File: src/sv/kvls_pkg.sv
`timescale 1ns / 1ps

package kvls_pkg;

    // Buffer and key limits
    localparam int unsigned MAX_BUFFER_BYTES = 65536;
    localparam int unsigned MAX_KEY_BYTES    = 32;
    localparam int unsigned POS_CAP          = 65536;
    localparam logic [16:0] BUF_LIMIT        =
        17'(MAX_BUFFER_BYTES < POS_CAP ? MAX_BUFFER_BYTES : POS_CAP);
    localparam logic [5:0]  KEY_LEN_CAP      = 6'(MAX_KEY_BYTES);

    // Byte codes
    localparam logic [7:0] BYTE_NL  = 8'h0A;
    localparam logic [7:0] BYTE_EQ  = 8'h3D;
    localparam logic [7:0] BYTE_NUL = 8'h00;

    // Configuration register indexes
    localparam int unsigned CFG_IDX_W = 3;
    localparam logic [CFG_IDX_W-1:0] REG_KEY_LEN = 3'd0;
    localparam logic [CFG_IDX_W-1:0] REG_KEY_0   = 3'd1;
    localparam logic [CFG_IDX_W-1:0] REG_KEY_1   = 3'd2;
    localparam logic [CFG_IDX_W-1:0] REG_KEY_2   = 3'd3;
    localparam logic [CFG_IDX_W-1:0] REG_KEY_3   = 3'd4;

    // Record kinds
    localparam logic KIND_ENTRY   = 1'b0;
    localparam logic KIND_SUMMARY = 1'b1;

    // Queue between scanner and output stage
    localparam int unsigned Q_DEPTH = 4;
    localparam int unsigned Q_AW    = $clog2(Q_DEPTH);
    localparam int unsigned Q_CW    = $clog2(Q_DEPTH + 1);

    // One result record
    typedef struct packed {
        logic        kind;
        logic [15:0] key_offset;
        logic [15:0] key_length;
        logic [16:0] value_offset;
        logic [15:0] value_length;
        logic        key_matches;
        logic [15:0] entry_count;
        logic        buffer_valid;
    } rec_t;

    // All results caused by one item
    typedef struct packed {
        logic has_entry;
        logic has_summary;
        rec_t entry;
        rec_t summary;
    } slot_t;

    function automatic logic [15:0] sat16(input logic [16:0] v);
        return v[16] ? 16'hFFFF : v[15:0];
    endfunction

endpackage

File: src/sv/key_value_line_scanner.sv
`timescale 1ns / 1ps

// An item's first result reaches the output ports through the queue write, then the output
// register load. Throughput: one item per cycle while the queue is not full; an item that
// closes a line and the buffer yields two results, which leave over two pops. The four-slot
// queue plus the output register hold the results of up to five items before full stalls
// the input.
// Reset: rst_n clears scan state, queue, output register and search key registers at once.
module key_value_line_scanner (
    input  logic                           clk,
    input  logic                           rst_n,
    input  logic                           push,
    output logic                           full,
    input  logic [7:0]                     data_byte,
    input  logic                           byte_present,
    input  logic                           end_of_buffer,
    output logic                           empty,
    input  logic                           pop,
    output logic                           record_kind,
    output logic [15:0]                    key_offset,
    output logic [15:0]                    key_length,
    output logic [16:0]                    value_offset,
    output logic [15:0]                    value_length,
    output logic                           key_matches,
    output logic [15:0]                    entry_count,
    output logic                           buffer_valid,
    output logic                           last_result,
    input  logic                           cfg_valid,
    output logic                           cfg_ready,
    input  logic [kvls_pkg::CFG_IDX_W-1:0] cfg_index,
    input  logic [63:0]                    cfg_data
);

    logic            wr_en;
    kvls_pkg::slot_t wr_slot;
    logic            rd_en;
    kvls_pkg::slot_t rd_slot;
    logic            q_full;
    logic            q_empty;
    kvls_pkg::rec_t  head;

    assign full      = q_full;
    assign cfg_ready = 1'b1;

    kvls_front u_front (
        .clk           (clk),
        .rst_n         (rst_n),
        .push          (push),
        .data_byte     (data_byte),
        .byte_present  (byte_present),
        .end_of_buffer (end_of_buffer),
        .q_full        (q_full),
        .cfg_valid     (cfg_valid),
        .cfg_index     (cfg_index),
        .cfg_data      (cfg_data),
        .wr_en         (wr_en),
        .wr_slot       (wr_slot)
    );

    kvls_queue u_queue (
        .clk     (clk),
        .rst_n   (rst_n),
        .wr_en   (wr_en),
        .wr_slot (wr_slot),
        .rd_en   (rd_en),
        .rd_slot (rd_slot),
        .q_full  (q_full),
        .q_empty (q_empty)
    );

    kvls_back u_back (
        .clk     (clk),
        .rst_n   (rst_n),
        .rd_slot (rd_slot),
        .q_empty (q_empty),
        .rd_en   (rd_en),
        .pop     (pop),
        .empty   (empty),
        .head    (head)
    );

    // Drive result ports from the output register
    assign record_kind  = head.kind;
    assign key_offset   = head.key_offset;
    assign key_length   = head.key_length;
    assign value_offset = head.value_offset;
    assign value_length = head.value_length;
    assign key_matches  = head.key_matches;
    assign entry_count  = head.entry_count;
    assign buffer_valid = head.buffer_valid;
    assign last_result  = head.kind;

endmodule

File: src/sv/kvls_front.sv
`timescale 1ns / 1ps

module kvls_front (
    input  logic                              clk,
    input  logic                              rst_n,
    input  logic                              push,
    input  logic [7:0]                        data_byte,
    input  logic                              byte_present,
    input  logic                              end_of_buffer,
    input  logic                              q_full,
    input  logic                              cfg_valid,
    input  logic [kvls_pkg::CFG_IDX_W-1:0]    cfg_index,
    input  logic [63:0]                       cfg_data,
    output logic                              wr_en,
    output kvls_pkg::slot_t                   wr_slot
);

    typedef struct packed {
        logic [16:0] bpos;
        logic        in_line;
        logic [15:0] key_start;
        logic        sep_seen;
        logic [15:0] sep_off;
        logic [5:0]  kci;
        logic        kse;
        logic        lkm;
        logic        nul;
        logic [15:0] entries;
        logic        match_found;
        logic [16:0] mvo;
        logic [15:0] mvl;
        logic        fok;
    } scan_t;

    localparam scan_t SCAN_RESET = '{
        bpos: 17'd0, in_line: 1'b0, key_start: 16'd0, sep_seen: 1'b0,
        sep_off: 16'd0, kci: 6'd0, kse: 1'b1, lkm: 1'b0, nul: 1'b0,
        entries: 16'd0, match_found: 1'b0, mvo: 17'd0, mvl: 16'd0, fok: 1'b1
    };

    scan_t          st_reg;
    scan_t          st_next;
    scan_t          s;
    logic [5:0]     key_len_reg;
    logic [255:0]   key_reg;
    logic [5:0]     eff_len;
    logic [7:0]     kbyte;
    logic [16:0]    p;
    logic [16:0]    endpos;
    logic [15:0]    kl;
    logic [16:0]    vo;
    logic [15:0]    vl;
    logic           is_nl;
    logic           do_close;
    logic           acc;
    kvls_pkg::slot_t slot;

    assign acc     = push && !q_full;
    assign eff_len = (key_len_reg > kvls_pkg::KEY_LEN_CAP) ? kvls_pkg::KEY_LEN_CAP
                                                           : key_len_reg;

    // Hold search key registers
    always_ff @(posedge clk or negedge rst_n)
    begin
        if (!rst_n)
        begin
            key_len_reg <= '0;
            key_reg     <= '0;
        end
        else if (cfg_valid)
        begin
            case (cfg_index)
                kvls_pkg::REG_KEY_LEN: key_len_reg      <= cfg_data[5:0];
                kvls_pkg::REG_KEY_0:   key_reg[63:0]    <= cfg_data;
                kvls_pkg::REG_KEY_1:   key_reg[127:64]  <= cfg_data;
                kvls_pkg::REG_KEY_2:   key_reg[191:128] <= cfg_data;
                kvls_pkg::REG_KEY_3:   key_reg[255:192] <= cfg_data;
                default: ;
            endcase
        end
    end

    // Scan one item: update line state, then close the line if it ends here
    always_comb
    begin
        s      = st_reg;
        slot   = '0;
        p      = st_reg.bpos;
        is_nl  = byte_present && (data_byte == kvls_pkg::BYTE_NL);
        kbyte  = key_reg[{st_reg.kci[4:0], 3'b000} +: 8];
        kl     = '0;
        vo     = '0;
        vl     = '0;

        if (byte_present)
        begin
            if (p >= kvls_pkg::BUF_LIMIT)
                s.fok = 1'b0;
            if (!is_nl)
            begin
                if (!s.in_line)
                begin
                    s.in_line   = 1'b1;
                    s.key_start = kvls_pkg::sat16(p);
                end
                if (data_byte == kvls_pkg::BYTE_NUL)
                    s.nul = 1'b1;
                if (!s.sep_seen)
                begin
                    if (data_byte == kvls_pkg::BYTE_EQ)
                    begin
                        s.sep_seen = 1'b1;
                        s.sep_off  = kvls_pkg::sat16(p);
                        if (kvls_pkg::sat16(p) == s.key_start)
                            s.fok = 1'b0;
                        s.lkm = s.kse && (s.kci == eff_len);
                    end
                    else if ((s.kci < eff_len) && (data_byte == kbyte))
                        s.kci = s.kci + 6'd1;
                    else
                        s.kse = 1'b0;
                end
            end
            if (!p[16])
                s.bpos = p + 17'd1;
        end

        do_close = is_nl || end_of_buffer;
        endpos   = is_nl ? p : s.bpos;

        // Close the open line
        if (do_close)
        begin
            if (s.in_line)
            begin
                if (s.nul || !s.sep_seen)
                    s.fok = 1'b0;
                if (s.sep_seen)
                begin
                    kl = (s.sep_off >= s.key_start) ? (s.sep_off - s.key_start) : 16'd0;
                    vo = {1'b0, s.sep_off} + 17'd1;
                    vl = (endpos > vo) ? 16'(endpos - vo) : 16'd0;
                    if (s.entries != 16'hFFFF)
                        s.entries = s.entries + 16'd1;
                    if (s.lkm && !s.match_found)
                    begin
                        s.match_found = 1'b1;
                        s.mvo         = vo;
                        s.mvl         = vl;
                    end
                    slot.has_entry          = 1'b1;
                    slot.entry.kind         = kvls_pkg::KIND_ENTRY;
                    slot.entry.key_offset   = s.key_start;
                    slot.entry.key_length   = kl;
                    slot.entry.value_offset = vo;
                    slot.entry.value_length = vl;
                    slot.entry.key_matches  = s.lkm;
                    slot.entry.entry_count  = s.entries;
                    slot.entry.buffer_valid = 1'b0;
                end
            end
            s.in_line  = 1'b0;
            s.sep_seen = 1'b0;
            s.sep_off  = '0;
            s.kci      = '0;
            s.kse      = 1'b1;
            s.lkm      = 1'b0;
            s.nul      = 1'b0;
        end

        // Emit the summary and start a fresh buffer
        if (end_of_buffer)
        begin
            slot.has_summary          = 1'b1;
            slot.summary.kind         = kvls_pkg::KIND_SUMMARY;
            slot.summary.key_offset   = '0;
            slot.summary.key_length   = '0;
            slot.summary.value_offset = s.match_found ? s.mvo : 17'd0;
            slot.summary.value_length = s.match_found ? s.mvl : 16'd0;
            slot.summary.key_matches  = s.match_found;
            slot.summary.entry_count  = s.entries;
            slot.summary.buffer_valid = s.fok;
            s = SCAN_RESET;
        end

        st_next = acc ? s : st_reg;
        wr_en   = acc && (slot.has_entry || slot.has_summary);
        wr_slot = slot;
    end

    // Advance scan state
    always_ff @(posedge clk or negedge rst_n)
    begin
        if (!rst_n)
            st_reg <= SCAN_RESET;
        else
            st_reg <= st_next;
    end

    // A summary is produced only by the closing item of a buffer
    a_summary_on_last: assert property (@(posedge clk) disable iff (!rst_n)
        wr_en && wr_slot.has_summary |-> end_of_buffer)
        else $error("summary produced without end of buffer");

endmodule

File: src/sv/kvls_queue.sv
`timescale 1ns / 1ps

module kvls_queue (
    input  logic            clk,
    input  logic            rst_n,
    input  logic            wr_en,
    input  kvls_pkg::slot_t wr_slot,
    input  logic            rd_en,
    output kvls_pkg::slot_t rd_slot,
    output logic            q_full,
    output logic            q_empty
);

    kvls_pkg::slot_t                 mem_reg [kvls_pkg::Q_DEPTH];
    logic [kvls_pkg::Q_AW-1:0]       wr_ptr_reg;
    logic [kvls_pkg::Q_AW-1:0]       wr_ptr_next;
    logic [kvls_pkg::Q_AW-1:0]       rd_ptr_reg;
    logic [kvls_pkg::Q_AW-1:0]       rd_ptr_next;
    logic [kvls_pkg::Q_CW-1:0]       count_reg;
    logic [kvls_pkg::Q_CW-1:0]       count_next;

    assign q_full  = (count_reg == kvls_pkg::Q_CW'(kvls_pkg::Q_DEPTH));
    assign q_empty = (count_reg == '0);
    assign rd_slot = mem_reg[rd_ptr_reg];

    // Advance pointers and count
    always_comb
    begin
        wr_ptr_next = wr_en ? wr_ptr_reg + 1'b1 : wr_ptr_reg;
        rd_ptr_next = rd_en ? rd_ptr_reg + 1'b1 : rd_ptr_reg;
        count_next  = count_reg;
        if (wr_en && !rd_en)
            count_next = count_reg + 1'b1;
        else if (!wr_en && rd_en)
            count_next = count_reg - 1'b1;
    end

    always_ff @(posedge clk or negedge rst_n)
    begin
        if (!rst_n)
        begin
            wr_ptr_reg <= '0;
            rd_ptr_reg <= '0;
            count_reg  <= '0;
        end
        else
        begin
            wr_ptr_reg <= wr_ptr_next;
            rd_ptr_reg <= rd_ptr_next;
            count_reg  <= count_next;
        end
    end

    // Store slots
    always_ff @(posedge clk)
    begin
        if (wr_en)
            mem_reg[wr_ptr_reg] <= wr_slot;
    end

    a_no_overflow: assert property (@(posedge clk) disable iff (!rst_n)
        wr_en |-> !q_full)
        else $error("write into full queue");

    a_no_underflow: assert property (@(posedge clk) disable iff (!rst_n)
        rd_en |-> !q_empty)
        else $error("read from empty queue");

endmodule

File: src/sv/kvls_back.sv
`timescale 1ns / 1ps

module kvls_back (
    input  logic            clk,
    input  logic            rst_n,
    input  kvls_pkg::slot_t rd_slot,
    input  logic            q_empty,
    output logic            rd_en,
    input  logic            pop,
    output logic            empty,
    output kvls_pkg::rec_t  head
);

    kvls_pkg::slot_t cur_reg;
    kvls_pkg::slot_t cur_next;
    logic            pop_acc;

    assign empty   = !(cur_reg.has_entry || cur_reg.has_summary);
    assign pop_acc = pop && !empty;
    assign head    = cur_reg.has_entry ? cur_reg.entry : cur_reg.summary;

    // Drop the delivered record, then refill from the queue when drained
    always_comb
    begin
        cur_next = cur_reg;
        if (pop_acc)
        begin
            if (cur_reg.has_entry)
                cur_next.has_entry = 1'b0;
            else
                cur_next.has_summary = 1'b0;
        end
        rd_en = !(cur_next.has_entry || cur_next.has_summary) && !q_empty;
        if (rd_en)
            cur_next = rd_slot;
    end

    // Hold the records on offer at the output
    always_ff @(posedge clk or negedge rst_n)
    begin
        if (!rst_n)
            cur_reg <= '0;
        else
            cur_reg <= cur_next;
    end

    // The summary follows its entry record in the next slot of the output
    a_summary_after_entry: assert property (@(posedge clk) disable iff (!rst_n)
        pop_acc && cur_reg.has_entry && cur_reg.has_summary |=> !empty && head.kind)
        else $error("summary lost after entry record");

endmodule
File: config.mk
export PLATFORM = sky130hd
export DESIGN_NAME = key_value_line_scanner
export DESIGN_NICKNAME = d
export VERILOG_FILES = /design/src/sv/kvls_pkg.sv /design/src/sv/key_value_line_scanner.sv /design/src/sv/kvls_front.sv /design/src/sv/kvls_queue.sv /design/src/sv/kvls_back.sv
export SDC_FILE = /design/constraint.sdc
export NUM_CORES = 1
export LEC_CHECK = 0
export BUFFER_PORTS_ARGS = -buffer_cell sky130_fd_sc_hd__buf_2
export CORE_UTILIZATION = 35
export DETAILED_ROUTE_END_ITERATION = 10
export GPL_TIMING_DRIVEN = 0
export MAX_ROUTING_LAYER = met4
export SLEW_MARGIN = 20
export SYNTH_ARGS = -nofsm -noshare
export SYNTH_HDL_FRONTEND = slang
export SYNTH_SLANG_ARGS = --single-unit
File: constraint.sdc
create_clock -name clk -period 13 [get_ports clk]
set_input_delay 0.65 -clock clk [delete_from_list [all_inputs] [get_ports clk]]
set_output_delay 0.65 -clock clk [all_outputs]
set_load 0.01 [all_outputs]
; Word level (Yosys, flattened, before mapping)
; Memory sizes are Yosys's and may differ from the RTL's.
; Cells that the tools add are included.
[totals]
reg_bits = 550
mem_bits_rw = 680
out_inout_bits = 88
elab_cells = 158
n_memories = 1
[classes]
add_sub_neg = 10
n_lt_le_gt_ge = 5
n_eq_ne = 15
shift = 1
mux = 50
reduce_logical = 36
[memory_table]
columns = name, words, word_bits, rd, rd_ports_with_merged_regs, write_ports, line_no
row1 = u_queue.mem_reg, 4, 170, 1, 0, 1, kvls_queue.sv:14  ; kvls_pkg::slot_t mem_reg [kvls_pkg::Q_DEPTH];
[op_table]
columns = cell, count
row1 = $mux W84, 4
row2 = $shiftx A256 B9 Y8, 1
row3 = $mux W170, 1
row4 = $mux W111, 1
row5 = $mux W17, 6
row6 = $mux W16, 6
row7 = $mux W83, 1
row8 = $mux W77, 1
row9 = $mux W60, 1
row10 = $mux W51, 1
row11 = $mux W50, 1
row12 = $mux W43, 1
row13 = $mux W34, 1
row14 = $sub A16 B16 Y16, 2
row15 = $mux W25, 1
row16 = $mux W1, 18
row17 = $add A16 B1 Y17 const B, 1
row18 = $add A17 B1 Y17 const B, 1
row19 = $ge A17 B17 Y1 const B, 1
row20 = $gt A17 B17 Y1, 1
row21 = $add A16 B1 Y16 const B, 1
row22 = $eq A16 B16 Y1, 1
row23 = $ge A16 B16 Y1, 1
row24 = $ne A16 B16 Y1 const B, 1
row25 = 28 further kinds, 62

; Depth between registers and ports, before layout
; Gate-level depths: netlist of run 1.
[depth]
word_depth = 18
mapped_depth = 25
mapped_depth_nobuf = 20

; Hierarchy
; A second synthesis of run 1 with hierarchy kept.
[unflattened]
cells_unflattened = 3403
area_unflattened_um2 = 53776.6
[modules_own_cells]
columns = mod, instances, cells_each, area_per_inst_um2
row1 = kvls_queue, 1, 922, 24885.1
row2 = kvls_front, 1, 2019, 21503.1
row3 = kvls_back, 1, 459, 7369.6
row4 = key_value_line_scanner, 1, 3, 18.8

; Worst setup path after synthesis of run 1
; Ideal clock, no wire load.
[synth_path]
kind = in2reg
start = in data_byte[5]
end = mem u_queue.mem_reg[0][0] (netlist bit), enable pin
setup_ps = 510
arrival_time_ps = 5219
t_required_ps = 12490
slack_ps = 7271
cell_stages = 7
n_path_buf = 1
path_cell_list = nor4_2 > nand2_1 > mux2_2 > a211oi_2 > buf_2 > a21oi_1 > and2_1
[synth_between]
elab_chain_cells = 12
[synth_lines]
columns = item, line_no
row1 = "start, declared", key_value_line_scanner.sv:14  ; input logic [7:0] data_byte,
row2 = $eq A8 B6 Y1, kvls_front.sv:110  ; if (data_byte == kvls_pkg::BYTE_EQ)
row3 = $mux W17, kvls_front.sv:110
row4 = $mux W25, kvls_front.sv:108  ; if (!s.sep_seen)
row5 = $mux W43, kvls_front.sv:99  ; if (!is_nl)
row6 = $mux W60, kvls_front.sv:95  ; if (byte_present)
row7 = $mux W1, kvls_front.sv:138  ; if (s.sep_seen)
row8 = $mux W1, kvls_front.sv:134  ; if (s.in_line)
row9 = $mux W1 *, kvls_front.sv:132  ; if (do_close)
row10 = $logic_or A1 B1 Y1 *, kvls_front.sv:187  ; wr_en = acc && (slot.has_entry || slot.has_summary);
row11 = $logic_and A1 B1 Y1 *, kvls_front.sv:187
row12 = named net u_front.wr_en, kvls_front.sv:14  ; output logic wr_en,
row13 = $mux W1 *, kvls_queue.sv:57  ; if (wr_en)
row14 = $mux W1 (implied by the code) *, kvls_queue.sv:58  ; mem_reg[wr_ptr_reg] <= wr_slot;
row15 = "end, declared", kvls_queue.sv:14
; The timed path passes the listed nets; every way through them passes the cells marked *. The select of a mux whose other input is x is not followed.

==> results of run 1 <==
[per-layer routing]
layer	wire, um	part of all wire [%]	vias to the layer above	track usage (%)
met2	61400	49	803	31.0
li1	-	-	12680	-
met1	55300	44	14948	25.1
met4	2920	2.3	0	4.79
met3	6880	5.4	195	3.63
met5	0	0	-	-
[cells by family after synthesis]
group | synth area share, %
simple gates | 7.03
fa+ha+maj | 1.47
compound gates | 5.32
flops | 62.0
other cells | 0.00798
mux | 20.5
xor+xnor | 1.60
buf+inv | 2.12
[metrics by stage]
step | total power, mW | hold WS [ps]
floorplan | 6.49 | 354
global placement | 7.54 | 460
detailed placement | 7.59 | 467
CTS | 10.7 | 97.9
global route | 11.1 | 111
finish | 10.6 | 166
[worst min path at each step]
stage                        from                       to  slack, ps  depth (start not counted)
3_3_place_gp    u_front.st_reg[6]        u_front.st_reg[6]        460                          2
6_report            end_of_buffer  u_queue.mem_reg[3][168]        170                          1
5_1_grt             end_of_buffer  u_queue.mem_reg[2][168]        110                          1
2_1_floorplan               rst_n        u_back.cur_reg[0]        350                          0
3_5_place_dp   u_front.st_reg[12]       u_front.st_reg[12]        470                          2
4_1_cts             end_of_buffer  u_queue.mem_reg[2][168]        100                          1
[power by group]
part / leakage (nW) / switching [mW] / internal [mW]
Sequential: 11.4 / 0.269 / 4.14
Clock: 1.72 / 1.37 / 1.76
Combinational: 6.89 / 1.61 / 1.45
Total: 20.0 / 3.24 / 7.35
[cells in the mapped netlist (all sizes together) (12+ instances only)]
cell / number
a211oi: 14
a21o: 12
a21oi: 95
a22oi: 25
a2bb2oi: 12
and2: 46
and3: 18
buf: 59
clkbuf: 136
dfrtp: 514
edfxtp: 540
ha: 48
inv: 46
mux2: 448
mux2i: 56
mux4: 179
nand2: 198
nand3: 48
nand4: 26
nor2: 202
nor2b: 20
nor3: 35
o21ai: 140
o22ai: 28
or3: 26
xnor2: 48
xor2: 36
[worst max-delay path: stages, from the launching register on]
cell	delay, ps
dfrtp_1	420
clkbuf_1	440
clkbuf_1	460
clkbuf_1	530
nor2_1	150
o21ai_0	760
ha_1	330
inv_1	80
a211oi_1	290
nand2_1	150
a211o_1	280
xnor2_1	540
ha_1	430
o21a_1	230
o22a_1	240
a211o_1	290
maj3_1	440
a311oi_1	650
o21ai_0	420
[area by class of cell]
type	instances	share of cell area [%]
diodes	17	0.0784
plain buffers	195	1.52
clock buffers	155	5.59
clock inverters	52	0.985
inverters	47	0.325
multi-input cells	1897	31.2
flip-flops and latches	1056	53.7
well taps	1768	4.08
repair buffers	190	2.54
[timing repair]
action | CTS | global route
hold buffers | 1 | 0
endpoints found under the hold margin | 55 | 0
buffers inserted | 0 | 0
==> impl_metrics.yaml, run 1 <==
outcome:
  outcome: "complete, no violations"
synth:
  avgSynthCellArea_um2: 14.7
  synthCells: 3195
  async_reset_ff_share_pct: 48.9
  synth-edff-count: 540
  synth-seq-area-share_pct: 62.0
  yosysUniqueCellTypes: 93
  ys_ff_latch: 1056
  synth.area.top_cells: "edfxtp_1 34%, dfrtp_1 27%, mux2_2 11%"
  synth_ff_type: "edfxtp_1"
  synth_area_mm2: 0.0470
  yosysTopAreaCell: "edfxtp_1"
  synth_top_area_share_pct: 34.5
  yosys_warnings: 0
  syn_nets: 3328
critical_path:
  ff2ff_path_depth: 18
  cp_max_fo: 10
  crit_end: "u_queue.mem_reg[0][32]"
  r2r-end: "u_queue.mem_reg[0][32]"
  critPathLaunchType: "register"
  arrival_ps: 7890
  startpoint: "u_front.p[16]"
  r2r_start: "u_front.p[16]"
  critPathKind: "reg -> reg"
  cp_data_required_time_ps: 13360
  reg2reg_slack_ps: 5480
  end_kind: "register"
clock_network:
  cts_buffers: 109
  cts_tree: "yes"
  path_clk_slew_ps: 70
  htreeDepth: 3
  clk_path_buf_depth: 3
  root_buffer: "clkbuf_16"
  cts_resized: 0
  cts.sink_count: 1056
  clock_latency_ps: 740
global_route:
  grt.total_usage_pct: 19.3
  grt_max_degree: 97
  antenna_found_initial: 23
  grt_overflow_total: 0
  grt_pass1_vias: 29117
  grt_pass1_wl_um: 191000
layout:
  multi_input_area_mm2: 0.0169
  mostFrequentLayoutCell: "edfxtp_1"
  fin_area_mm2: 0.0542
  nFillCells: 12404
  instances_no_fill: 5377
  post-route-util_pct: 40.7
  layout.nets: 3629
  syn_to_final_growth_pct: 15.4
  layout-drive-gt1-share_pct: 29.7
  final_cell_mix: "540 x edfxtp_1, 514 x dfrtp_1, 448 x mux2_2"
  seqCellArea_mm2: 0.0291
  largest_reg_flops: 540
timing:
  fin_crit_ps: 7520
  final-setup-viol-count: 0
  setup_ws_ps: 5480
  slew_violations: 0
  max-slew-margin-rel_pct: 21.9
  rsz0062_at_grt: "false"
  hold_viol: 0
  fmax_ghz: 0.133
  tightestPinTransition_ps: 1170
  fin_crit_sh_pct: 57.9
  tns_ps: 0
  fin_skew_ps: 62.1
drt:
  first_pass_iters: 5
  route.vias.total: 28626
  drtIter0Drc: 2199
  drc: 0
  wl_per_cell_um: 23.5
  viasPerCell: 5.32
  drt-total-wl_um: 127000
  ant_nets: 0
floorplanning:
  die_w_um: 369
  die_height_um: 369
  ioPinCount: 170
  initial_core_util_pct: 35.3
  fp-row-count: 134
  dieArea_mm2: 0.136
  core_area_mm2: 0.133
placement:
  numPortBuffers: 167
  dp_slack_ps: 5170
  placed_cells: 5151
  placed_cell_area_mm2: 0.0506
  gp_congestion: 0.920
  hpwlAfterDp_um: 88600
run:
  drv_cap: 0
worst_hold_path:
  min_path_type: "in -> reg"
pwr:
  vdd_drop_max_mv: 0.100
  leakage_nw: 20.0
  power.density_mw_per_mm2: 195
Note: power is estimated with default switching activity, not from simulation.
==> run 2: changes to the inputs <==
Clock period 13 ns to 7.2 ns, I/O delays scaled along.
==> run 2 against run 1 <==
Effect of this change:
- cell count rose by 1.1%
- non-clock buffer count increased by 65
- count of clock-buffer cells in the layout is the same
- via count grew 0.65%
- clock skew is 2.2 ps higher
- utilization rose by 0.50 points
- global-route usage is 0.057 points higher
- setup slack lost 5100 ps
- cell area rose by 1.2%
- sequential share of layout area fell by 0.65 points
- combinational power up 82%
- largest cell class unchanged
==> impl_metrics.yaml, run 2 (synthesis gave the netlist of run 1 again) <==
layout:
  mostFrequentLayoutCell: "edfxtp_1"
  layout-drive-gt1-share_pct: 29.3
  fin_area_mm2: 0.0549
  layout.nets: 3694
  instances_no_fill: 5436
  final_cell_mix: "540 x edfxtp_1, 514 x dfrtp_1, 448 x mux2_2"
  largest_reg_flops: 540
  syn_to_final_growth_pct: 16.8
  nFillCells: 12353
floorplanning:
  initial_core_util_pct: 35.3
  die_w_um: 369
  fp-row-count: 134
  dieArea_mm2: 0.136
  ioPinCount: 170
  core_area_mm2: 0.133
  die_height_um: 369
placement:
  placed_cell_area_mm2: 0.0506
  placed_cells: 5151
  gp_congestion: 0.920
  numPortBuffers: 167
  hpwlAfterDp_um: 88600
clock_network:
  clk_path_buf_depth: 3
  htreeDepth: 3
  cts.sink_count: 1056
  root_buffer: "clkbuf_16"
  cts_buffers: 109
  path_clk_slew_ps: 70
  cts_setup_buffers: 0
  clock_latency_ps: 740
  cts_tree: "yes"
global_route:
  met3_usage_pct: 3.37
  grt_pass1_vias: 29394
  grtUsageMet1_pct: 25.3
  grt_max_degree: 97
  antenna_found_initial: 11
  grt_pass1_wl_um: 192000
  grt_overflow_total: 0
  grt.total_usage_pct: 19.3
  met2_usage_pct: 31.1
  busiest_layer: "met2"
drt:
  first_pass_iters: 5
  ant_nets: 0
  drc: 0
  viasPerCell: 5.30
  wl_per_cell_um: 23.4
  drt-total-wl_um: 127000
  route.vias.total: 28812
  drtIter0Drc: 2345
timing:
  fin_crit_ps: 6810
  max-slew-margin-rel_pct: 22.7
  slew_violations: 0
  holdWs_ps: 124
  fin_skew_ps: 64.3
  hold_viol: 0
  rsz0062_at_grt: "false"
  fin_crit_sh_pct: 94.6
  fmax_ghz: 0.147
  tightestPinTransition_ps: 1160
  final-setup-viol-count: 0
worst_hold_path:
  min_path_type: "in -> reg"
pwr:
  power.density_mw_per_mm2: 349
  leakage_nw: 20.3
  p_total_mw: 19.2
  vdd_drop_max_mv: 0.185
critical_path:
  arrival_ps: 7240
  critPathLaunchType: "register"
  cp_data_required_time_ps: 7640
  critPathKind: "reg -> reg"
  end_kind: "register"
  cp_max_fo: 10
run:
  drv_cap: 0
outcome:
  outcome: "complete, no violations"
[run 2: routing by layer]
layer / vias to the layer above / share of wire [%]
met2: 792 / 49
met1: 15047 / 44
met3: 171 / 5.3
met4: 0 / 2.2
li1: 12802 / -
met5: - / 0
[run 2: final timing paths]
kind	start	to	slack, ps	cells after the start
min	data_byte[3]	u_front.st_reg[51]	120	4
max reg2reg	u_front.p[16]	u_queue.mem_reg[0][32]	390	20
max in group asynchronous	rst_n	u_front.key_reg[167]	5220	5
min reg2reg	u_front.st_reg[11]	u_front.st_reg[11]	480	2
min in group asynchronous	rst_n	u_back.cur_reg[9]	190	2
max	u_front.p[16]	u_queue.mem_reg[0][32]	390	20
[run 2: area by class of cell]
type,instances,area (um2),share of cell area (%)
multi-input cells,1897,16900,30.9
diodes,11,27.5,0.0501
repair buffers,256,2040,3.71
clock buffers,155,3030,5.52
well taps,1768,2210,4.03
inverters,47,176,0.321
clock inverters,52,534,0.973
plain buffers,194,821,1.49
flip-flops and latches,1056,29100,53.1
[run 2: critical path, stage by stage, from the launching register on]
cell,delay (ps)
dfrtp_1,410
clkbuf_1,420
clkbuf_1,440
inv_1,220
ha_1,230
clkbuf_1,270
o21ai_1,360
ha_1,240
inv_1,80
a211oi_1,280
nand2_1,180
a211o_1,320
xnor2_2,350
ha_1,390
o21a_1,230
o22a_1,240
a211o_1,290
maj3_1,450
nor4b_1,390
a311oi_2,140
o21ai_0,580
[run 2: stage by stage]
stage / worst slack [ps] / util, % / setup TNS (ps)
3_3_place_gp: -5950 / 37.6 / -3945160
4_1_cts: 66.9 / 41.1 / 0
3_5_place_dp: -337 / 38.0 / -3480
6_report: 392 / 41.2 / 0
2_1_floorplan: 1760 / - / 0
5_1_grt: 98.3 / 41.2 / 0
[run 2: report_power, final]
group | total (mW) | switching, mW | leakage (nW) | internal, mW
registers | 7.97 | 0.489 | 11.4 | 7.48
clock network | 5.64 | 2.47 | 1.72 | 3.17
logic | 5.56 | 2.91 | 7.18 | 2.65
[run 2: timing repair]
item,CTS,global route
hold endpoints to repair,327,0
endpoints found under the setup margin,4,90
hold buffers,67,0
resized for setup,1,6
==> run 3: changes to the inputs <==
Settings changed: ABC_AREA from default to 1.
==> run 3 against run 2 <==
Effect of this change:
- sequential share of layout area fell by 0.32 points
- critical endpoint is now u_queue.mem_reg[2][25]
- utilization rose by 0.62 points
- cell count increased by 30%
- flip-flop and latch count unchanged
- synthesized cell count increased by 51%
- cell area grew 0.62%
- sequential power up 0.5%
==> impl_metrics.yaml, run 3 <==
layout:
  fin_area_mm2: 0.0552
  largest_reg_flops: 540
  final_cell_mix: "856 x o21ai_0, 783 x nor2_1, 765 x nand2_1"
  instances_no_fill: 7076
  layout.nets: 5344
  post-route-util_pct: 41.8
  mostFrequentLayoutCell: "o21ai_0"
  syn_to_final_growth_pct: 18.1
  nFillCells: 12950
  seqCellArea_mm2: 0.0291
  layout-drive-gt1-share_pct: 8.92
  multi_input_area_mm2: 0.0153
pwr:
  vdd_drop_max_mv: 0.253
  leakage_nw: 22.4
  power.density_mw_per_mm2: 384
  p_total_mw: 21.2
synth:
  yosys_warnings: 0
  yosys-top-cells-count: "856 x o21ai_0, 787 x nor2_1, 765 x nand2_1"
  synth_ff_type: "edfxtp_1"
  yosysMostFrequentCell: "o21ai_0"
  synthCells: 4830
  yosysUniqueCellTypes: 63
  async_reset_ff_share_pct: 48.9
  ys_ff_latch: 1056
  avgSynthCellArea_um2: 9.69
  synth_top_area_share_pct: 34.7
  synth_area_mm2: 0.0468
  yosysTopAreaCell: "edfxtp_1"
  synth-edff-count: 540
  syn_nets: 4963
  synth.area.top_cells: "edfxtp_1 35%, dfrtp_1 27%, o21ai_0 9.2%"
  synth-seq-area-share_pct: 62.2
critical_path:
  ff2ff_path_depth: 27
  critPathLaunchType: "register"
  slowest_stage: "a21oi_1"
  cp_max_fo: 10
  r2r_start: "u_front.st_reg[76]"
  arrival_ps: 6270
  max_stage_delay_ps: 550
  r2r-end: "u_queue.mem_reg[2][25]"
  cpMostUsedCell: "nand2_1"
  end_kind: "register"
  reg2reg_slack_ps: 1390
  cp_data_required_time_ps: 7650
  critPathKind: "reg -> reg"
worst_hold_path:
  hold-path-endpoint: "u_front.key_reg[133]"
  min_from: "cfg_data[5]"
  whs_path_depth: 3
  min_path_type: "in -> reg"
timing:
  fin_crit_sh_pct: 80.7
  holdWs_ps: 39.5
  slew_violations: 0
  fmax_ghz: 0.172
  setup_ws_ps: 1390
  rsz0062_at_grt: "false"
  hold_viol: 0
  max-slew-margin-rel_pct: 23.1
  fin_crit_ps: 5810
  tns_ps: 0
  tightestPinTransition_ps: 1150
  fin_skew_ps: 73.0
  final-setup-viol-count: 0
drt:
  route.vias.total: 37687
  wl_per_cell_um: 22.9
  ant_nets: 0
  viasPerCell: 5.33
  drc: 0
  drtIter0Drc: 3948
  first_pass_iters: 5
  drt-total-wl_um: 162000
placement:
  placed_cells: 6788
  gp_congestion: 0.951
  placed_cell_area_mm2: 0.0507
  dp_slack_ps: 1190
  hpwlAfterDp_um: 117000
  numPortBuffers: 168
clock_network:
  cts.sink_count: 1056
  clk_path_buf_depth: 3
  cts_tree: "yes"
  path_clk_slew_ps: 70
  root_buffer: "clkbuf_16"
  cts_buffers: 113
  clock_latency_ps: 760
  htreeDepth: 3
run:
  drv_cap: 0
global_route:
  grt_max_degree: 95
  grt_pass1_wl_um: 238000
  grt_pass1_vias: 35840
  grt_overflow_total: 0
  antenna_found_initial: 10
  grt.total_usage_pct: 24.3
floorplanning:
  die_w_um: 368
  die_height_um: 368
  fp-row-count: 133
  initial_core_util_pct: 35.4
  core_area_mm2: 0.132
  dieArea_mm2: 0.135
  ioPinCount: 170
outcome:
  outcome: "complete, no violations"
## run 3: cell count changes after synthesis, moves of 179 or more
cell | before | now
inv_1 | 46 | 317
nand2_1 | 198 | 765
o21ai_0 | 127 | 856
nor2_1 | 201 | 787
mux2_2 | 448 | 1
mux4_2 | 179 | 0
## run 3: critical path, delay by kind of cell (launching register included)
kind,cells,cell delay [ps]
flops,1,420
xor+xnor,1,520
fa+ha+maj,2,600
buf+inv,5,860
simple gates,14,1370
compound gates,5,1690
## run 3: worst max path at each step
stage | start | to | slack (ps) | cells past startpoint
after detailed placement | byte_present | u_queue.mem_reg[2][20] | 1190 | 27
after global routing | u_front.st_reg[76] | u_queue.mem_reg[2][20] | 930 | 27
after floorplan | data_byte[7] | u_queue.mem_reg[0][0] | -650 | 11
after CTS | u_front.st_reg[76] | u_queue.mem_reg[2][20] | 1440 | 27
final | u_front.st_reg[76] | u_queue.mem_reg[2][25] | 1390 | 27
after global placement | data_byte[7] | u_queue.mem_reg[3][164] | -6830 | 12
## run 3: layer usage
metal  part of all wire (%)  track usage (%)  vias to the layer above
met5                      0                -                        -
met4                    3.6             8.95                        0
met3                    7.0             3.68                      258
met2                     46             37.3                     1417
met1                     43             32.4                    18717
li1                       -                -                    17295
## run 3: repair_timing
item / 4_1_cts / 5_1_grt
hold endpoints to repair: 290 / 0
setup buffers: 0 / 0
gates resized for setup: 0 / 0
hold buffers: 63 / 0
endpoints found under the setup margin: 0 / 0
## run 3: where the power goes
group	internal (mW)	switching, mW
combinational	2.11	5.08
sequential	7.42	0.586
clock	3.51	2.53
total	13.0	8.20
## run 3: final cells by class
cell class | count | area share (%)
clock buffers | 162 | 5.82
multi-input cells | 3144 | 27.7
inverters | 331 | 2.25
diodes | 10 | 0.0453
repair buffers | 266 | 4.21
flip-flops and latches | 1056 | 52.7
clock inverters | 53 | 1.18
well taps | 1755 | 3.97
plain buffers | 299 | 2.12
## run 3: logic make-up (layout without fill, tap and decap cells)
logic type	count (synthesis)	count (layout)	synth area share, %
XOR/XNOR	59	59	1.10
AO/OA/AOI/OAI	1282	1282	15.0
flip-flops	1056	1056	62.2
multiplexers	2	2	0.0455
adder cells (fa/ha/maj)	51	51	1.41
other	1	11	0.00801
buffers and inverters	630	1111	5.15
AND/OR/NAND/NOR	1749	1749	15.0
